--- src/rtl/tdr_pkg.sv ---
// Shared types, widths and constants for the triangle depth rasterizer.
package tdr_pkg;

    // Field widths fixed by the item formats.
    localparam int CW    = 12;  // vertex x and y
    localparam int ZW    = 16;  // vertex depth
    localparam int DW    = 24;  // Q16.8 depth
    localparam int COLW  = 24;  // colour
    localparam int XYW   = 3;   // pixel column and row

    // Internal arithmetic widths.
    localparam int EW    = CW + 1;      // coordinate differences
    localparam int PW    = 2 * EW;      // edge products
    localparam int UW    = PW + 1;      // edge terms and area
    localparam int NW    = UW + 3;      // barycentric numerators
    localparam int MW    = NW + ZW;     // weight times depth
    localparam int SW    = MW + 2;      // sum of three products
    localparam int NUMW  = SW + 8;      // numerator scaled by 256
    localparam int QW    = DW;          // quotient bits
    localparam int RW    = UW + 1;      // divider remainder
    localparam int CNTW  = $clog2(QW);

    localparam logic signed [DW-1:0] FAR_DEPTH = {1'b1, {(DW-1){1'b0}}};

    // Input item.
    typedef struct packed {
        logic                   kind;
        logic signed [CW-1:0]   ax;
        logic signed [CW-1:0]   ay;
        logic signed [ZW-1:0]   az;
        logic signed [CW-1:0]   bx;
        logic signed [CW-1:0]   by_coord;
        logic signed [ZW-1:0]   bz;
        logic signed [CW-1:0]   cx;
        logic signed [CW-1:0]   cy;
        logic signed [ZW-1:0]   cz;
        logic [COLW-1:0]        fill_color;
    } t_tri;

    // Result item.
    typedef struct packed {
        logic [XYW-1:0]         pixel_x;
        logic [XYW-1:0]         pixel_y;
        logic signed [DW-1:0]   pixel_depth;
        logic [COLW-1:0]        pixel_color;
        logic                   last_pixel;
    } t_pix;

    // Item kinds.
    localparam logic KIND_DRAW  = 1'b0;
    localparam logic KIND_CLEAR = 1'b1;

    // Controller states.
    typedef enum logic [3:0] {
        S_IDLE,
        S_SETUP_MUL,
        S_SETUP_SUB,
        S_CHECK,
        S_PIX_MUL,
        S_PIX_SUM,
        S_Z_MUL,
        S_Z_SUM,
        S_DIV_LOAD,
        S_DIV,
        S_CMP,
        S_EMIT,
        S_ADV,
        S_FLUSH
    } t_state;

    // Commands from the controller to the datapath.
    typedef struct packed {
        logic load;
        logic clear;
        logic setup_mul;
        logic setup_sub;
        logic pix_mul;
        logic pix_sum;
        logic z_mul;
        logic z_sum;
        logic div_load;
        logic div_step;
        logic write;
        logic capture;
        logic push;
        logic push_last;
        logic adv;
    } t_cmd;

    // Status from the datapath to the controller.
    typedef struct packed {
        logic u2_zero;
        logic pix_ok;
        logic z_gt;
        logic scan_end;
        logic pend_valid;
        logic out_free;
        logic div_done;
    } t_stat;

endpackage

--- src/rtl/tdr_ctrl.sv ---
// Controller state machine that sequences setup, the pixel scan and result transfers.
module tdr_ctrl (
    input  logic            i_clk,
    input  logic            i_rst_n,
    input  logic            i_valid,
    input  logic            i_kind,
    input  tdr_pkg::t_stat  i_stat,
    output logic            o_ready,
    output tdr_pkg::t_cmd   o_cmd
);
    import tdr_pkg::*;

    t_state r_state;
    t_state n_state;

    // State register.
    always_ff @(posedge i_clk) begin
        if (!i_rst_n) begin
            r_state <= S_IDLE;
        end else begin
            r_state <= n_state;
        end
    end

    // Next state.
    always_comb begin
        n_state = r_state;
        unique case (r_state)
            S_IDLE: begin
                if (i_valid && (i_kind == KIND_DRAW)) n_state = S_SETUP_MUL;
            end
            S_SETUP_MUL: n_state = S_SETUP_SUB;
            S_SETUP_SUB: n_state = S_CHECK;
            S_CHECK:     n_state = i_stat.u2_zero ? S_IDLE : S_PIX_MUL;
            S_PIX_MUL:   n_state = S_PIX_SUM;
            S_PIX_SUM:   n_state = S_Z_MUL;
            S_Z_MUL:     n_state = i_stat.pix_ok ? S_Z_SUM : S_ADV;
            S_Z_SUM:     n_state = S_DIV_LOAD;
            S_DIV_LOAD:  n_state = S_DIV;
            S_DIV: begin
                if (i_stat.div_done) n_state = S_CMP;
            end
            S_CMP:       n_state = i_stat.z_gt ? S_EMIT : S_ADV;
            S_EMIT: begin
                if (!i_stat.pend_valid || i_stat.out_free) n_state = S_ADV;
            end
            S_ADV:       n_state = i_stat.scan_end ? S_FLUSH : S_PIX_MUL;
            S_FLUSH: begin
                if (!i_stat.pend_valid || i_stat.out_free) n_state = S_IDLE;
            end
            default:     n_state = S_IDLE;
        endcase
    end

    // Commands.
    always_comb begin
        o_cmd   = '0;
        o_ready = 1'b0;
        unique case (r_state)
            S_IDLE: begin
                o_ready     = 1'b1;
                o_cmd.load  = i_valid && (i_kind == KIND_DRAW);
                o_cmd.clear = i_valid && (i_kind == KIND_CLEAR);
            end
            S_SETUP_MUL: o_cmd.setup_mul = 1'b1;
            S_SETUP_SUB: o_cmd.setup_sub = 1'b1;
            S_CHECK:     ;
            S_PIX_MUL:   o_cmd.pix_mul = 1'b1;
            S_PIX_SUM:   o_cmd.pix_sum = 1'b1;
            S_Z_MUL:     o_cmd.z_mul = 1'b1;
            S_Z_SUM:     o_cmd.z_sum = 1'b1;
            S_DIV_LOAD:  o_cmd.div_load = 1'b1;
            S_DIV:       o_cmd.div_step = 1'b1;
            S_CMP:       o_cmd.write = i_stat.z_gt;
            S_EMIT: begin
                o_cmd.capture = !i_stat.pend_valid || i_stat.out_free;
                o_cmd.push    = i_stat.pend_valid && i_stat.out_free;
            end
            S_ADV:       o_cmd.adv = 1'b1;
            S_FLUSH: begin
                o_cmd.push      = i_stat.pend_valid && i_stat.out_free;
                o_cmd.push_last = 1'b1;
            end
            default:     ;
        endcase
    end

endmodule

--- config.mk ---
export PLATFORM = sky130hd
export DESIGN_NAME = tdr_ctrl
export DESIGN_NICKNAME = d
export VERILOG_FILES = /design/src/rtl/tdr_pkg.sv /design/src/rtl/tdr_ctrl.sv
export SDC_FILE = /design/constraint.sdc
export NUM_CORES = 1
export LEC_CHECK = 0
export BUFFER_PORTS_ARGS = -buffer_cell sky130_fd_sc_hd__buf_4
export CAP_MARGIN = 40
export CORE_AREA = 2 2 39 41
export CTS_CLUSTER_DIAMETER = 50
export DETAILED_ROUTE_END_ITERATION = 7
export DIE_AREA = 0 0 41 43
export PLACE_DENSITY = 0.71
export SLEW_MARGIN = 25
export SYNTH_ARGS = -nofsm -noshare
export SYNTH_HDL_FRONTEND = slang
export SYNTH_SLANG_ARGS = --single-unit
--- constraint.sdc ---
create_clock -name i_clk -period 1.3 [get_ports i_clk]
set_input_delay 0.26 -clock i_clk [delete_from_list [all_inputs] [get_ports i_clk]]
set_output_delay 0.26 -clock i_clk [all_outputs]
set_load 0.05 [all_outputs]
==> results of run 1 <==
## per-stage QoR
| stage | utilization, % | setup slack (ns) | hold WS [ns] | setup TNS, ns | area, sq um |
|---|---|---|---|---|---|
| 3_3_place_gp | 77.1 | -0.0805 | 0.486 | -0.364 | 1070 |
| 3_5_place_dp | 77.1 | -0.0979 | 0.498 | -0.577 | 1070 |
| 2_1_floorplan | - | -0.513 | 0.377 | -2.76 | 718 |
| 4_1_cts | 94.0 | -0.275 | 0.232 | -3.38 | 1300 |
## what timing repair did
item / 4_1_cts
endpoints found under the setup margin: 20
setup buffers: 7
pin swaps: 14
resized for setup: 40
## kinds of logic after synthesis
family,synth area share [%]
simple gates,43.2
compound gates,31.6
buf+inv,7.06
flops,18.1
## cell usage after synthesis
library cell / number / area share, %
nor4b_1: 1 / 2.0
nand2_1: 8 / 6.8
nor3b_1: 1 / 1.7
a2111oi_2: 1 / 3.4
inv_2: 1 / 0.85
clkbuf_1: 3 / 2.5
o32ai_1: 1 / 2.0
o211ai_1: 1 / 1.7
and3_1: 2 / 2.8
a211oi_1: 1 / 1.7
a21oi_1: 5 / 5.6
nand3_1: 1 / 1.1
dfxtp_1: 4 / 18
nand4_1: 1 / 1.4
a221oi_1: 1 / 2.0
o21ai_2: 1 / 2.0
o21bai_1: 1 / 1.7
buf_2: 1 / 1.1
nand2b_1: 5 / 7.1
nor4_2: 1 / 2.8
o22ai_1: 1 / 1.4
o21a_1: 2 / 3.4
inv_1: 3 / 2.5
o21ai_0: 4 / 4.5
o211a_1: 1 / 2.3
nor2b_1: 2 / 2.8
nor2_1: 8 / 6.8
nor3_1: 7 / 7.9
==> reports/results.ini, run 1 <==
[run_status]
outcome=did not finish
lastStage=global routing (5_1_grt)
stop_error=[ERROR DPL-0033] detailed placement checks failed during check placement.

[logic_synthesis]
ys_warn_count=0
syn_inst=69
synth_cell_types=28
ys_seq_area_share_pct=18.1
avgSynthCellArea_sq_um=6.42
syn-cell-area_sq_um=443
synth_nets=80
synth-seq-cells=4

[clock_network]
cts_buffer_depth=2
numCtsBuffers=3
cts_hold_buf=0
root_buffer=clkbuf_4
cts_num_sinks=4
h-tree-depth=1

[place]
hpwlAfterDp_microns=1490
placed_cells=129
numPortBuffers=26
gp_congestion=0.843

[die]
die_w_microns=41
num_rows=14
io_pins=27
start_util_pct=32.0
fp.dieH_microns=43

[sta]
worst_endpoint=o_cmd[14]
worstEpCategory=output port

[global_routing]
grt_start_max_net_pins=8
antenna_found_initial=0

==> run 2: changes to the inputs <==
CORE_AREA = 2 2 63 65   (was 2 2 39 41)
CTS_CLUSTER_DIAMETER = not set   (was 50)
DIE_AREA = 0 0 65 67   (was 0 0 41 43)
PLACE_DENSITY = not set   (was 0.71)
PLACE_DENSITY_LB_ADDON = 0.15   (was not set)
clock period = 1.7 ns   (was 1.3 ns; I/O delays follow)
==> run 2 against run 1 <==
The run now ends clean; synthesized area unchanged; synthesized cell count unchanged.
==> reports/results.ini, run 2 <==
[sta]
timing.final.ws_setup_ns=0.0488
worst-slew-pin-transition_ns=0.285
clock_skew_ns=0.00412
period_needed_ns=1.65
relSlewSlack_pct=81.0
finalCritPeriodShare_pct=97.1
hold_violations=0
rsz0062_at_grt=true
setup_violations=0
finalMaxSlewViolations=0
whs_ns=0.361
fmax_mhz=606
fin_tns_setup_ns=0

[logic_synthesis]
syn-cell-area_sq_um=443  ; unchanged
synth_largest_area_cell=dfxtp_1
ys_top_cells_by_count=nand2_1, nor2_1, nor3_1, a21oi_1, nand2b_1
ys_seq_area_share_pct=18.1  ; unchanged
yosys.area.top_type_share_pct=18.1  ; unchanged
ys_warn_count=0  ; unchanged
syn_inst=69  ; unchanged
synth_edf_count=0  ; unchanged
synth_ff_type=dfxtp_1
synth_cell_types=28  ; unchanged
synthTopCellsByArea=dfxtp_1, nor3_1, nand2b_1, nand2_1, nor2_1
async_flop_share_pct=0  ; unchanged
synth-seq-cells=4  ; unchanged
synth_nets=80  ; unchanged
avgSynthCellArea_sq_um=6.42  ; unchanged

[clock_network]
cts_buffer_depth=2  ; unchanged
numCtsBuffers=3  ; unchanged
h-tree-depth=1  ; unchanged
clock_latency_ns=0.22
cts_num_sinks=4  ; unchanged
root_buffer=clkbuf_8
path_clk_slew_ns=0.03
cts_tree=yes
cts_hold_buf=0  ; unchanged

[routing]
wl_met1_microns=774
antenna_left=0
highest_layer=met3
drt_pre_antenna_iters=4
vias=606
drtIter0Drc=24
wl_met3_microns=88
wl_met2_microns=855
finalWirelength_microns=1720
routedWlPerCell_microns=11.5
viasPerCell=4.04
drc=0

[cells_and_area]
final_common_cell=buf_4
seq_area_sq_um=95.1
top_regs=r_state x4
finalInstanceArea_sq_um=891
areaGrowthSynthToFinish_pct=101
multi_input_area_sq_um=405
top_register=r_state
largest_reg_flops=4
n_antenna_cell=0
drive_gt1_share_pct=57.8
num-nets-final=114
fillCellCount=400
final_cell_mix=buf_4, nand2_1, buf_6

[place]
hpwlAfterDp_microns=1370  ; -7.9%
dpl_worst_slack_ns=0.0940  ; +0.192 ns
place_area_sq_um=800  ; -25%
gp_congestion=0.733  ; -13%
numPortBuffers=26  ; unchanged

[worst_setup_path]
crit_fanout=14
r2r-start=r_state[1]
reg2reg_slack_ns=0.27
path_cells=nand2_2 -> buf_4 -> nor3b_2 -> buf_6
r2r_cells=5
r2r-end=r_state[2]
slowest_stage=dfxtp_4
crit_path_start_kind=flop
critPathRequiredTime_ns=1.36
cpPeakStageDelay_ns=0.46
critPathKind=reg2out
cp.arrival_ns=1.31
end_kind=output port

[global_routing]
antenna_found_initial=0
grt_usage_pct=8.18
grt-ovfl-total=0
grt_pass1_vias=580
grt_start_max_net_pins=15
grt_pass1_wl_microns=2680

[die]
io_pins=27  ; unchanged
fp.dieH_microns=67  ; +56%
dieArea_sq_um=4360
die_w_microns=65  ; +59%
start_util_pct=12.3  ; -20 points
core_sq_um=3610
num_rows=22  ; +8

[power_and_ir_drop]
p_leak_nw=0.371
power.density_nw_per_um2=529
vdd_drop_max_uv=226

[worst_hold_path]
worstHoldStart=i_rst_n
hold_end=r_state[0]
holdPathStages=2
min_path_type=in2reg

[run_status]
outcome=completed

[run]
maxCapViolations=0

==> run 2: cell counts after synthesis <==
No cell type changed its count.
==> run 2: metrics by stage <==
stage               power, W  util [%]  cells
floorplan           0.000199         -     69
global placement    0.000257      22.2    145
detailed placement  0.000256      22.2    145
CTS                 0.000480      23.9    150
global route        0.000505      24.7    150
finish              0.000471      24.7    150
==> run 2: kinds of logic after synthesis <==
logic type      share of synthesized area [%]
buf+inv                                  7.06
flops                                    18.1
compound gates                           31.6
simple gates                             43.2
==> run 2: what timing repair did <==
action                     CTS  global route
setup endpoints to repair   14            10
setup buffers                1             0
pin swaps                    1             1
resized for setup            5             9
==> run 2: worst max path at each step <==
stage                      end  slack [ns]  cells past startpoint       start
global placement    r_state[2]        0.04                      5  r_state[0]
global route          o_cmd[1]      0.0006                      4  r_state[1]
detailed placement  r_state[2]        0.09                      5  r_state[0]
floorplan             o_cmd[1]       -0.28                      3  r_state[2]
finish                o_cmd[3]        0.05                      4  r_state[3]
CTS                   o_cmd[6]      -0.005                      4  r_state[1]
==> run 2: layout make-up <==
type | count | share of cell area (%)
multi-input cells | 57 | 45.5
repair buffers | 33 | 30.3
inverters | 4 | 1.69
well taps | 48 | 6.74
clock buffers | 4 | 5.06
flip-flops and latches | 4 | 10.7
==> run 2: power by group <==
| group | internal [W] | switching (W) | total, W |
|---|---|---|---|
| sequential | 0.0000945 | 0.0000118 | 0.000106 |
| combinational | 0.0000673 | 0.0000883 | 0.000156 |
| clock | 0.000160 | 0.0000492 | 0.000209 |
==> run 2: critical path, delay by kind of cell, from the launching register on <==
family,cells,cell delay [ns]
buffers and inverters,2,0.33
flip-flops,1,0.46
AND/OR/NAND/NOR,2,0.29
==> run 2: layer usage <==
metal | track usage, % | vias to the layer above
met4 | 3.99 | 0
met3 | 2.03 | 0
met5 | 0 | -
li1 | - | 318
met2 | 14.6 | 19
met1 | 9.05 | 269
(Power assumes the default switching activity.)
==> run 3: changes to the inputs <==
CTS_BUF_LIST = sky130_fd_sc_hd__clkbuf_4   (was not set)
==> run 3 against run 2 <==
Die area unchanged; hold slack got worse by 0.020 ns; critical path depth unchanged; non-clock buffer count increased by 4; clock-buffer cell count unchanged; first-iteration DRC count decreased by 63%; clock skew increased by 0.0020 ns; critical endpoint is now o_cmd[14]; largest cell class unchanged; largest power group is now combinational logic.
==> reports/results.ini, run 3 (same netlist as run 2, synthesis figures left out) <==
[die]
fp.dieH_microns=67  ; unchanged
start_util_pct=12.3  ; unchanged
io_pins=27  ; unchanged
num_rows=22  ; unchanged
die_w_microns=65  ; unchanged
dieArea_sq_um=4360  ; unchanged
core_sq_um=3610  ; unchanged

[cells_and_area]
final_common_cell=buf_4
largest_reg_flops=4  ; unchanged
final_cell_mix=buf_4, nand2_1, nor3_2, buf_6
fin_cells=154  ; +2.7%
num-nets-final=118  ; +3.5%
post-route-util_pct=26.1  ; +1.4 points
top_regs=r_state x4
n_antenna_cell=0  ; unchanged
areaGrowthSynthToFinish_pct=113
top_register=r_state
drive_gt1_share_pct=61.3  ; +3.5 points

[worst_setup_path]
critPathKind=reg2out
crit_path_end=o_cmd[14]
r2r_cells=6  ; +1
r2r-end=r_state[0]
critPathRequiredTime_ns=1.36  ; about the same
r2r-start=r_state[3]
reg2reg_slack_ns=0.27  ; about the same
crit_fanout=6  ; -8
cp.arrival_ns=1.29  ; -0.02 ns
crit_path_start_kind=flop
crit_start=r_state[2]
end_kind=output port

[power_and_ir_drop]
p_sw_w=0.000143  ; -4.0%
total_power_w=0.000413  ; -12%
power.density_nw_per_um2=439  ; -17%
pwr-share-comb_pct=39.2  ; +6.2 points
vdd_drop_max_uv=161  ; -29%
p_leak_nw=0.396  ; +6.7%
p_sw_share_pct=34.7  ; +3.0 points
p_int_w=0.000270  ; -16%
p_seq_share_pct=25.4  ; +2.8 points
pwr-share-clk_pct=35.4  ; -9.0 points

[global_routing]
grt_start_max_net_pins=11  ; -4
grt_usage_pct=8.61  ; +0.43 points
grt_pass1_wl_microns=2790  ; +4.1%
grt-ovfl-total=0  ; unchanged
antenna_found_initial=0  ; unchanged
grt_pass1_vias=596  ; +2.8%

[clock_network]
h-tree-depth=1  ; unchanged
cts_hold_buf=0  ; unchanged
root_buffer=clkbuf_4
cts_buffer_depth=2  ; unchanged
numCtsBuffers=3  ; unchanged
path_clk_slew_ns=0.04  ; about the same
cts_num_sinks=4  ; unchanged
clock_latency_ns=0.24  ; +0.02 ns
cts_tree=yes

[routing]
drt_pre_antenna_iters=2  ; -2
viasPerCell=4.09  ; +1.3%
drc=0  ; unchanged
routedWlPerCell_microns=11.5  ; +0.75%
drtIter0Drc=9  ; -63%
antenna_left=0  ; unchanged
vias=630  ; +4.0%
finalWirelength_microns=1780  ; +3.4%

[sta]
setup_violations=0  ; unchanged
clock_skew_ns=0.00616  ; +0.00205 ns
fin_tns_setup_ns=0  ; unchanged
finalMaxSlewViolations=0  ; unchanged
period_needed_ns=1.63  ; -0.0168 ns
finalCritPeriodShare_pct=96.1  ; -0.99 points
fmax_mhz=612  ; +1.0%
rsz0062_at_grt=true
worst-slew-pin-transition_ns=0.285  ; +0.000189 ns
hold_violations=0  ; unchanged
relSlewSlack_pct=81.0  ; about the same

[worst_hold_path]
min_path_type=in2reg
holdPathStages=2  ; unchanged

[place]
numPortBuffers=26  ; unchanged
gp_congestion=0.733  ; unchanged
placed_cells=145  ; unchanged
hpwlAfterDp_microns=1370  ; unchanged

[run]
maxCapViolations=0  ; unchanged

[run_status]
outcome=completed

[run 3: changes by cell type in the layout (fill, tap and decap cells not counted), sizes merged]
cell | before | now
buf | 33 | 37
[run 3: power by group through the flow]
| stage | Combinational [W] | Sequential, W | Clock (W) |
|---|---|---|---|
| 2_1_floorplan | 0.0000970 | 0.000102 | 0 |
| 3_3_place_gp | 0.000147 | 0.000110 | 0 |
| 3_5_place_dp | 0.000147 | 0.000110 | 0 |
| 4_1_cts | 0.000151 | 0.000109 | 0.000157 |
| 5_1_grt | 0.000172 | 0.000107 | 0.000166 |
| 6_report | 0.000162 | 0.000105 | 0.000146 |
[run 3: layer usage]
metal,track usage (%),wire [microns],share of wire [%]
met5,0,0,0
met4,4.79,21,1.2
met3,2.03,98,5.5
met2,15.7,878,49
met1,9.05,779,44
[run 3: cell type report]
cell class,count,area (sq um)
fill,398,2660
tap,48,60.1
timing repair buffer,37,329
inverter,4,15.0
sequential,4,95.1
clock buffer,4,30.0
multi-input combinational,57,413
[run 3: through the flow]
stage | hold WS [ns] | cell area [sq um] | setup WS, ns
2_1_floorplan | 0.458 | 515 | -0.278
3_3_place_gp | 0.577 | 800 | 0.0383
3_5_place_dp | 0.581 | 800 | 0.0940
4_1_cts | 0.329 | 895 | 0.00630
5_1_grt | 0.336 | 942 | -0.00312
6_report | 0.340 | 942 | 0.0656
[run 3: what timing repair did]
action | CTS | global route
hold endpoints to repair | 0 | 0
setup buffers | 4 | 1
pin swaps | 1 | 0
setup endpoints to repair | 15 | 13
resized for setup | 5 | 12
[run 3: worst min-delay path by stage]
stage,startpoint,endpoint,slack (ns)
after floorplan,i_rst_n,r_state[0],0.46
after global placement,i_rst_n,r_state[0],0.58
after detailed placement,i_rst_n,r_state[0],0.58
after CTS,i_rst_n,r_state[0],0.33
after global routing,i_rst_n,r_state[0],0.34
final,i_rst_n,r_state[0],0.34
[run 3: critical path, stage by stage (launching register included)]
cell,delay (ns)
dfxtp_4,0.36
nor4_4,0.31
nand2_1,0.13
nor2_4,0.10
buf_8,0.15
==> run 4: changes to the inputs <==
ABC_AREA = 1   (was not set)
REMOVE_ABC_BUFFERS = 1   (was not set)
SKIP_CTS_REPAIR_TIMING = 1   (was not set)
==> run 4 against run 3 <==
Sequential share of layout area is 1.7 points higher; clock skew is 0.0060 ns lower; worst setup slack better by 0.0029 ns; final cell count is 5.2% higher; via count is 6.8% lower; critical path depth is 1 higher; non-clock buffer count is 10 lower; total power is 12% lower; clock-buffer cell count is 1 lower; critical path type unchanged; global-route usage is 1.3 points lower.
==> reports/results.ini, run 4 <==
[power_and_ir_drop]
p_leak_nw=0.391  ; -1.2%
p_sw_w=0.000137  ; -4.3%
p_seq_share_pct=27.9  ; +2.5 points
p_sw_share_pct=37.6  ; +2.9 points
power.density_nw_per_um2=478  ; +8.9%
total_power_w=0.000365  ; -12%
p_int_w=0.000228  ; -16%
pwr-share-clk_pct=31.4  ; -4.0 points
pwr-share-comb_pct=40.7  ; +1.5 points
vdd_drop_max_uv=95.5  ; -41%

[global_routing]
grt_usage_pct=7.29  ; -1.3 points
grt-ovfl-total=0  ; unchanged
antenna_found_initial=0  ; unchanged
grt_pass1_wl_microns=2350  ; -16%
grt_pass1_vias=541  ; -9.2%
grt_start_max_net_pins=7  ; -4

[logic_synthesis]
avgSynthCellArea_sq_um=5.11  ; -20%
synthMuxAreaShare_pct=0  ; unchanged
synthXorXnorAreaFrac_pct=0  ; unchanged
ys_warn_count=0  ; unchanged
synth_edf_count=0  ; unchanged
ys_top_cells_by_count=nand2_1, nor2_1, inv_1, nand3_1, a21oi_1
syn_inst=84  ; +22%
synth-seq-cells=4  ; unchanged
ys_seq_area_share_pct=18.7  ; +0.58 points
async_flop_share_pct=0  ; unchanged
synth_cell_types=14  ; -50%
syn-cell-area_sq_um=429  ; -3.1%
synth_largest_area_cell=dfxtp_1
synth-compound-area-share_pct=11.7  ; -20 points
synth_top_family_by_area=simple AND/OR/NAND/NOR gates
synth_ff_type=dfxtp_1
synth_fa_ha_area_share_pct=0  ; unchanged
synthTopCellsByArea=dfxtp_1, nand2_1, nor2_1, inv_1, nand3_1
synth_most_common_cell=nand2_1
synth_simple_gate_area_share_pct=54.8  ; +12 points
yosys.area.top_type_share_pct=18.7  ; +0.58 points

[sta]
setup_violations=0  ; unchanged
worst-slew-pin-transition_ns=0.241  ; -0.0445 ns
finalCritPeriodShare_pct=96.0  ; -0.17 points
timing.final.ws_setup_ns=0.0685  ; +0.00291 ns
fmax_mhz=613  ; +0.18%
finalMaxSlewViolations=0  ; unchanged
whs_ns=0.392  ; +0.0518 ns
hold_violations=0  ; unchanged
period_needed_ns=1.63  ; -0.00291 ns
clock_skew_ns=0.000141  ; -0.00602 ns
relSlewSlack_pct=83.9  ; +2.9 points

[place]
gp_congestion=0.727  ; -0.71%
dpl_worst_slack_ns=0.157  ; +0.0634 ns
numPortBuffers=26  ; unchanged
hpwlAfterDp_microns=1320  ; -4.0%

[worst_setup_path]
cp.arrival_ns=1.29  ; about the same
crit_path_start_kind=flop
critPathRequiredTime_ns=1.36  ; about the same
path_cells=inv_2 -> nor2_4 -> nand2_1 -> a21oi_2 -> buf_4
end_kind=output port
critPathKind=reg2out
cpPeakStageDelay_ns=0.38  ; +0.02 ns
slowest_stage=dfxtp_4
crit_fanout=6  ; unchanged

[clock_network]
cts_tree=yes
numCtsBuffers=3  ; unchanged
h-tree-depth=1  ; unchanged
cts_num_sinks=4  ; unchanged
path_clk_slew_ns=0.03  ; about the same
root_buffer=clkbuf_4
clock_latency_ns=0.23  ; about the same
cts_buffer_depth=2  ; unchanged

[routing]
routedWlPerCell_microns=9.47  ; -18%
drtIter0Drc=5  ; -4
viasPerCell=3.62  ; -11%
vias=587  ; -6.8%
drc=0  ; unchanged
finalWirelength_microns=1530  ; -14%
antenna_left=0  ; unchanged
drt_pre_antenna_iters=2  ; unchanged

[die]
core_sq_um=3610  ; unchanged
io_pins=27  ; unchanged
num_rows=22  ; unchanged
die_w_microns=65  ; unchanged
start_util_pct=11.9  ; -0.38 points
dieArea_sq_um=4360  ; unchanged
fp.dieH_microns=67  ; unchanged

[cells_and_area]
largest_reg_flops=4  ; unchanged
final_common_cell=buf_4
fillCellCount=423  ; +6.3%
drive_gt1_share_pct=43.0  ; -18 points
n_antenna_cell=0  ; unchanged
final_cell_mix=buf_4, nand2_1, nor2_1
num-nets-final=127  ; +7.6%
top_regs=r_state x4
top_register=r_state
post-route-util_pct=21.2  ; -4.9 points
areaGrowthSynthToFinish_pct=78.1

[worst_hold_path]
min_path_type=in2reg

[run_status]
outcome=completed

[run]
maxCapViolations=0  ; unchanged

## run 4: changes by cell type in the layout (fill, tap and decap cells not counted), sizes merged, moves of 2 or more
| cell | before | now |
|---|---|---|
| and3 | 2 | 0 |
| buf | 37 | 27 |
| inv | 4 | 17 |
| nand2 | 8 | 22 |
| nand2b | 5 | 0 |
| nand3 | 1 | 9 |
| nor2 | 8 | 22 |
| nor2b | 2 | 0 |
| nor3 | 7 | 1 |
| o21a | 2 | 0 |
| o21ai | 5 | 2 |
## run 4: critical path, delay by kind of cell (launching register included)
family | cells | cell delay, ns
AO/OA/AOI/OAI | 1 | 0.12
buffers and inverters | 2 | 0.27
AND/OR/NAND/NOR | 2 | 0.28
flip-flops | 1 | 0.38
## run 4: path summary, 6_finish.rpt
check	slack, ns	depth (start not counted)	endpoint	from
worst min register to register	0.57	2	r_state[3]	r_state[3]
worst max-delay path	0.07	5	o_cmd[2]	r_state[3]
worst min-delay path	0.39	3	r_state[1]	i_rst_n
worst max register to register	0.51	7	r_state[0]	r_state[3]
## run 4: kinds of logic (layout without fill, tap and decap cells)
family                 count (synthesis)  count (layout)
AOI/OAI and AO/OA                      9               9
and+or+nand+nor                       54              54
DFF                                    4               4
buffers and inverters                 17              47
## run 4: layer usage
| layer | vias up | wire [microns] | GRT usage [%] |
|---|---|---|---|
| met2 | 18 | 744 | 12.4 |
| met4 | 0 | 17 | 3.19 |
| met5 | - | 0 | 0 |
| met3 | 4 | 96 | 2.20 |
| li1 | 316 | - | - |
| met1 | 249 | 675 | 8.43 |
## run 4: per-stage QoR
stage / instances / setup TNS (ns) / area (sq um)
after floorplan: 84 / -1.90 / 429
after global routing: 162 / -0.00214 / 764
after CTS: 161 / -0.312 / 707
after global placement: 158 / 0 / 684
final: 162 / 0 / 764
after detailed placement: 158 / 0 / 684
## run 4: power by group through the flow
stage / registers [W] / logic (W) / clock network [W]
after floorplan: 0.000104 / 0.0000908 / 0
after CTS: 0.000104 / 0.000141 / 0.000121
after detailed placement: 0.000105 / 0.000140 / 0
after global placement: 0.000105 / 0.000140 / 0
final: 0.000102 / 0.000149 / 0.000115
after global routing: 0.000102 / 0.000161 / 0.000126
## run 4: layout make-up
cell class	count	area, sq um	area share (%)
Clock buffer	3	22.5	2.95
Inverter	17	63.8	8.35
Multi-Input combinational cell	63	322	42.1
Sequential cell	4	90.1	11.8
Tap cell	48	60.1	7.86
Timing Repair Buffer	27	206	27.0
